[config.mk]
export PLATFORM = sky130hd
export DESIGN_NAME = sorted_set_priority_queue
export DESIGN_NICKNAME = d
export VERILOG_FILES = /design/src/rtl/core/ssq_pkg.sv /design/src/rtl/core/sorted_set_priority_queue.sv /design/src/rtl/core/ssq_cell.sv
export SDC_FILE = /design/constraint.sdc
export NUM_CORES = 2
export LEC_CHECK = 0
export BUFFER_PORTS_ARGS = -buffer_cell sky130_fd_sc_hd__buf_2
export CORE_MARGIN = 1
export CORE_UTILIZATION = 50
export DETAILED_ROUTE_END_ITERATION = 10
export PLACE_DENSITY = 0.69
export SLEW_MARGIN = 5
export SYNTH_ARGS = -nofsm -noshare
export SYNTH_HDL_FRONTEND = slang
export SYNTH_SLANG_ARGS = --single-unit
[constraint.sdc]
create_clock -name clk -period 4.52 [get_ports clk]
set_input_delay 0.452 -clock clk [delete_from_list [all_inputs] [get_ports clk]]
set_output_delay 0.452 -clock clk [all_outputs]
set_load 0.005 [all_outputs]
[src/rtl/core/ssq_pkg.sv]
// Sorted-set priority queue: shared types, codes and helpers.
// No dependencies; imported by ssq_cell, sorted_set_priority_queue and the testbench.
`default_nettype none

package ssq_pkg;

  localparam int VALUE_W   = 32;
  localparam int CFG_W     = 6;
  localparam int COUNT_OUT_W = 6;
  localparam logic [CFG_W-1:0] CAP_RESET = 6'd32;

  typedef enum logic [1:0] {
    CMD_INSERT  = 2'd0,
    CMD_EXTRACT = 2'd1,
    CMD_DELETE  = 2'd2,
    CMD_SEARCH  = 2'd3
  } cmd_t;

  typedef enum logic [2:0] {
    ST_OK       = 3'd0,
    ST_FULL     = 3'd1,
    ST_DUP      = 3'd2,
    ST_EMPTY    = 3'd3,
    ST_NOTFOUND = 3'd4
  } status_t;

  typedef enum logic [1:0] {
    S_IDLE,
    S_CMP,
    S_APPLY
  } state_t;

  // per-cycle orders broadcast to every cell
  typedef struct packed {
    logic capture;    // latch compare flags against operand
    logic insert;     // open a slot at the insertion point
    logic remove;     // close the slot at the match point
    logic from_head;  // remove shifts every cell (extract)
  } cell_ctl_t;

  function automatic logic key_less(input logic [VALUE_W-1:0] a,
                                    input logic [VALUE_W-1:0] b);
    key_less = $signed(a) < $signed(b);
  endfunction

endpackage

`default_nettype wire

[src/rtl/core/sorted_set_priority_queue.sv]
// Sorted-set priority queue top level: control sequencer, count and result register.
// Depends on ssq_pkg and ssq_cell.
//
//  channel  dir  handshake          payload
//  s_*      in   s_tvalid/s_tready  s_tdata: command, value
//  m_*      out  m_tvalid/m_tready  m_tdata: status, result_value, entry_count
//  cfg_*    in   cfg_wen            cfg_wdata: capacity
//
// Each item passes through accept (S_IDLE), a parallel compare in every cell (S_CMP),
// then S_APPLY, where the chain shifts and the result is loaded. A stalled result holds the sequencer in
// its last step; the next item is accepted once that result is loaded.
// Reset (rst, synchronous) empties the set and sets capacity to 32; no clearing pass.
`default_nettype none

module sorted_set_priority_queue import ssq_pkg::*; #(
  parameter int MAX_ENTRIES = 32
) (
  input  wire logic        clk,
  input  wire logic        rst,
  input  wire logic        s_tvalid,
  output logic             s_tready,
  input  wire logic [39:0] s_tdata,   // [1:0] command, [33:2] value
  output logic             m_tvalid,
  input  wire logic        m_tready,
  output logic [47:0]      m_tdata,   // [2:0] status, [34:3] result_value, [40:35] entry_count
  input  wire logic        cfg_wen,
  input  wire logic [5:0]  cfg_wdata
);

  localparam int CW = $clog2(MAX_ENTRIES + 1);
  localparam int WW = (CW > CFG_W) ? CW : CFG_W;
  localparam logic [WW-1:0] MAX_W = WW'(MAX_ENTRIES);

  state_t state, state_next;
  logic [CFG_W-1:0] capacity;
  logic [CW-1:0] count, count_next;
  cmd_t cmd;
  logic [VALUE_W-1:0] operand;

  logic out_free;
  status_t status_next;
  logic [VALUE_W-1:0] res_next;
  cell_ctl_t ctl;

  logic [VALUE_W-1:0] entry [MAX_ENTRIES];
  logic [MAX_ENTRIES-1:0] lt_vec, eq_vec, occ;
  logic found;
  logic [WW-1:0] count_w, cap_w;

  status_t out_status;
  logic [VALUE_W-1:0] out_value;
  logic [COUNT_OUT_W-1:0] out_count;

  genvar gi;
  generate
    for (gi = 0; gi < MAX_ENTRIES; gi++) begin : g_cell
      assign occ[gi] = count > CW'(gi);
      ssq_cell u_cell (
        .clk        (clk),
        .ctl        (ctl),
        .operand    (operand),
        .occ        (occ[gi]),
        .prev_lt    ((gi == 0) ? 1'b1 : lt_vec[(gi == 0) ? 0 : gi - 1]),
        .prev_entry ((gi == 0) ? operand : entry[(gi == 0) ? 0 : gi - 1]),
        .next_entry ((gi == MAX_ENTRIES - 1) ? entry[gi]
                                             : entry[(gi == MAX_ENTRIES - 1) ? gi : gi + 1]),
        .entry      (entry[gi]),
        .lt         (lt_vec[gi]),
        .eq         (eq_vec[gi])
      );
    end
  endgenerate

  assign found    = |eq_vec;
  assign count_w  = WW'(count);
  assign cap_w    = (WW'(capacity) > MAX_W) ? MAX_W : WW'(capacity);
  assign out_free = !m_tvalid || m_tready;
  assign s_tready = (state == S_IDLE);

  always_comb begin
    state_next  = state;
    count_next  = count;
    status_next = ST_OK;
    res_next    = '0;
    ctl         = '0;
    case (state)
      S_IDLE: begin
        if (s_tvalid) state_next = S_CMP;
      end
      S_CMP: begin
        ctl.capture = 1'b1;
        state_next  = S_APPLY;
      end
      S_APPLY: begin
        case (cmd)
          CMD_INSERT: begin
            if (count_w >= cap_w) status_next = ST_FULL;
            else if (found) status_next = ST_DUP;
          end
          CMD_EXTRACT: begin
            if (count == '0) status_next = ST_EMPTY;
            else res_next = entry[0];
          end
          CMD_DELETE, CMD_SEARCH: begin
            if (!found) status_next = ST_NOTFOUND;
          end
          default: status_next = ST_OK;
        endcase
        if (out_free) begin
          state_next = S_IDLE;
          if (status_next == ST_OK) begin
            case (cmd)
              CMD_INSERT: begin
                ctl.insert = 1'b1;
                count_next = count + CW'(1);
              end
              CMD_EXTRACT: begin
                ctl.remove    = 1'b1;
                ctl.from_head = 1'b1;
                count_next    = count - CW'(1);
              end
              CMD_DELETE: begin
                ctl.remove = 1'b1;
                count_next = count - CW'(1);
              end
              default: count_next = count;
            endcase
          end
        end
      end
      default: state_next = S_IDLE;
    endcase
  end

  always_ff @(posedge clk) begin
    if (rst) begin
      state    <= S_IDLE;
      count    <= '0;
      capacity <= CAP_RESET;
      m_tvalid <= 1'b0;
    end else begin
      state <= state_next;
      count <= count_next;
      if (cfg_wen) capacity <= cfg_wdata;
      if (state == S_APPLY && out_free) m_tvalid <= 1'b1;
      else if (m_tready) m_tvalid <= 1'b0;
    end
  end

  always_ff @(posedge clk) begin
    if (s_tvalid && s_tready) begin
      cmd     <= cmd_t'(s_tdata[1:0]);
      operand <= s_tdata[33:2];
    end
    if (state == S_APPLY && out_free) begin
      out_status <= status_next;
      out_value  <= res_next;
      out_count  <= COUNT_OUT_W'(WW'(count_next));
    end
  end

  assign m_tdata = {7'd0, out_count, out_value, out_status};

  a_count_bound: assert property (@(posedge clk) disable iff (rst)
    WW'(count) <= MAX_W)
    else $error("entry count above depth");

  a_insert_grows: assert property (@(posedge clk) disable iff (rst)
    (state == S_APPLY && out_free && cmd == CMD_INSERT && status_next == ST_OK)
    |=> count == $past(count) + CW'(1))
    else $error("insert did not grow count");

  a_empty_count: assert property (@(posedge clk) disable iff (rst)
    (m_tvalid && out_status == ST_EMPTY) |-> (out_count == '0 && out_value == '0))
    else $error("empty result with nonzero fields");

  a_head_sorted: assert property (@(posedge clk) disable iff (rst)
    (state == S_IDLE && occ[1]) |-> key_less(entry[0], entry[1]))
    else $error("head entries out of order");

endmodule

`default_nettype wire

[src/rtl/core/ssq_cell.sv]
// One storage cell of the sorted chain: holds an entry and its compare flags.
// Depends on ssq_pkg.
`default_nettype none

module ssq_cell import ssq_pkg::*; (
  input  wire logic               clk,
  input  wire cell_ctl_t          ctl,
  input  wire logic [VALUE_W-1:0] operand,
  input  wire logic               occ,
  input  wire logic               prev_lt,
  input  wire logic [VALUE_W-1:0] prev_entry,
  input  wire logic [VALUE_W-1:0] next_entry,
  output logic [VALUE_W-1:0]      entry,
  output logic                    lt,
  output logic                    eq
);

  always_ff @(posedge clk) begin
    if (ctl.capture) begin
      lt <= occ && key_less(entry, operand);
      eq <= occ && (entry == operand);
    end
    if (ctl.insert && !lt) begin
      entry <= prev_lt ? operand : prev_entry;
    end else if (ctl.remove && (ctl.from_head || !lt)) begin
      entry <= next_entry;
    end
  end

endmodule

`default_nettype wire

==> flow_summary.ini <==
[status]
outcome = finished, final reports clean

[global_routing]
grt_pass1_vias = 72380
grt_max_degree = 137
overflow = 0
antenna_found_initial = 16
grtUsageTotal = 0.3666
grt_pass1_wl_um = 477200

[setup_path]
required_ns = 5.07
critPathArrivalTime_ns = 4.51
cp-end-kind = flop
worstPathMaxFanout = 21
startpoint_type = flop
crit_type = reg2reg

[die]
die_y_um = 420.5
core.rowCount = 153
die_x_um = 420.5
coreArea_um2 = 173800
start_util = 0.5037
pin_count = 101
die-area_um2 = 176800

[detailed_routing]
drc = 0
drt_first_iter_violations = 8739
via_per_inst = 7.127
routed_wl_um = 330600
first_pass_iters = 6
wl_per_cell_um = 32.18
ant_nets = 0
vias = 73230

[sta]
setup_viol = 0
finalSetupTns_ns = 0
tightestPinTransition_ns = 1.448
rsz0062_at_grt = false
relSlewSlack = 0.03142
clock_skew_ns = 0.04111
setup_ws_ns = 0.5603
max_freq_mhz = 252.5
finalHoldViolations = 0
finalCritPeriodShare = 0.8760
fin_crit_ns = 3.960
slew_viol_final = 0

[logic_synthesis]
syn_inst = 7929
synth-adder-area-share = 0.1486
synthTopCellsByArea = edfxtp_1, ha_1, mux2i_1
synth_compound_area_frac = 0.2065
yosysWarnings = 0
synthMuxAreaShare = 0.1263
yosysSeqAreaShare = 0.4023
synth.most_common_cell = edfxtp_1
ys_types = 70
synth_top_family_by_area = compound AO/OA/AOI/OAI gates
yosys.area.top_type = edfxtp_1
dominantRegCellSynth = edfxtp_1
synth_edf_count = 1163
synth_common_cells = edfxtp_1, a21oi_1, ha_1
synth-xor-area-share = 0.0004001
synthSimpleGateAreaFrac = 0.06535
async_flop_share = 0
syn_area_per_cell_um2 = 11.04
ys_seq_elements = 1178
syn_area_um2 = 87560
synth_top_area_share = 0.3989

[finish]
drive_gt1_frac = 0.1600
nFillCells = 14890
fin_cells = 10280
areaGrowthSynthToFinish_pct = 9.300
final_nets = 8923

[placed_design]
pre_cts_slack_ns = 0.6775
io_buffers = 87
dp_hpwl_um = 229500
dp.cells = 9970
gp_congestion = 1.054

[clocking]
clkTransAtPathRegs_ns = 0.06
root_buffer = clkbuf_16
cts_tree = yes
numClockSinks = 1178
post_cts_buffers = 0
worst_skew_pair.late_latency_ns = 0.82
numCtsBuffers = 141
h-tree-depth = 4
clk_path_buf_depth = 3

[power_and_ir_drop]
leakage_nw = 36.72
p_total_mw = 27.59
p_per_area_nw_per_um2 = 288.3
vdd_drop_max_mv = 0.3910

[flow_run]
maxCapViolCount = 0

[min_path]
hold_class = in2reg
registers in the layout (all words and copies together), names as in the netlist:
name,count
operand,32
out_count,6
count,6
g_cell.u_cell.entry,1024
m_tvalid,1
g_cell.u_cell.eq,32
out_value,32
state,2
cmd,2
capacity,6
g_cell.u_cell.lt,32
out_status,3
power by group:
group          switching (mW)  internal [mW]
Combinational            2.94           1.30
Clock                    4.92           6.25
Sequential              0.153           12.0
Total                    8.00           19.6
worst max-delay path, stage by stage (launching register included):
cell and delay (ns):
dfxtp_1 0.88, nand2_1 0.15, ha_1 0.33, a21o_1 0.19, a21oi_1 0.18, o21ai_1 0.21, mux2_8 0.40, buf_12 0.24
and3_2 0.52, buf_12 0.25, mux2_4 0.32
layout make-up:
cell class / instances / area (µm²) / share of cell area
Clock inverter: 82 / 603.1 / 0.006302
Sequential cell: 1178 / 35220 / 0.3681
Inverter: 88 / 330.3 / 0.003452
Multi-Input combinational cell: 5920 / 48170 / 0.5034
Antenna cell: 11 / 27.53 / 0.0002876
Timing Repair Buffer: 503 / 4720 / 0.04932
Clock buffer: 168 / 3715 / 0.03882
Tap cell: 2325 / 2909 / 0.03040
cells in the final DEF, fill, tap and decap left out, types with 165 or more instances in the layout:
cell / synthesis / routed
buf_4: 34 / 288
a21oi_1: 1097 / 1097
a21oi_2: 211 / 211
edfxtp_1: 1163 / 1163
nand4_1: 165 / 165
ha_1: 1040 / 1038
a31oi_2: 210 / 210
mux2i_1: 1001 / 1001
nand2_1: 239 / 238
a31oi_1: 739 / 739
logic make-up after synthesis:
logic type               count (synthesis)
AO/OA/AOI/OAI                         2722
flip-flops                            1178
multiplexers                          1083
AND/OR/NAND/NOR                       1064
adder cells (fa/ha/maj)               1040
buffers and inverters                  837
XOR/XNOR                                 4
other                                    1
repair_timing:
| action | in CTS | in global routing |
|---|---|---|
| hold buffers | 44 | 0 |
| gates resized for setup | 0 | 0 |
| hold endpoints to repair | 41 | 0 |
path summary, 6_finish.rpt:
kind | from | end | slack, ns | depth (start not counted)
worst max-delay path | capacity[4] | g_cell[0].u_cell.entry[14] | 0.56 | 10
worst min register to register | capacity[0] | capacity[0] | 0.50 | 2
worst max register to register | capacity[4] | g_cell[0].u_cell.entry[14] | 0.56 | 10
worst min-delay path | cfg_wen | capacity[0] | 0.04 | 3
stage by stage:
stage | util | area [µm²] | hold slack, ns
after floorplan | - | 87590 | 0.4520
after global placement | 0.5230 | 90910 | 0.4762
after detailed placement | 0.5230 | 90910 | 0.5001
after CTS | 0.5504 | 95670 | 0.007243
after global routing | 0.5504 | 95670 | 0.03984
final | 0.5506 | 95700 | 0.04462
metal layers:
layer	global-route usage	share of wire	up-vias	wire, µm
met1	0.4260	0.36	35600	117600
met5	0	0.00022	-	74
met4	0.2968	0.094	12	30920
met2	0.5764	0.45	4701	149300
li1	-	-	31380	-
met3	0.08872	0.099	1531	32720
No activity file was read; power rests on OpenSTA's default activity.
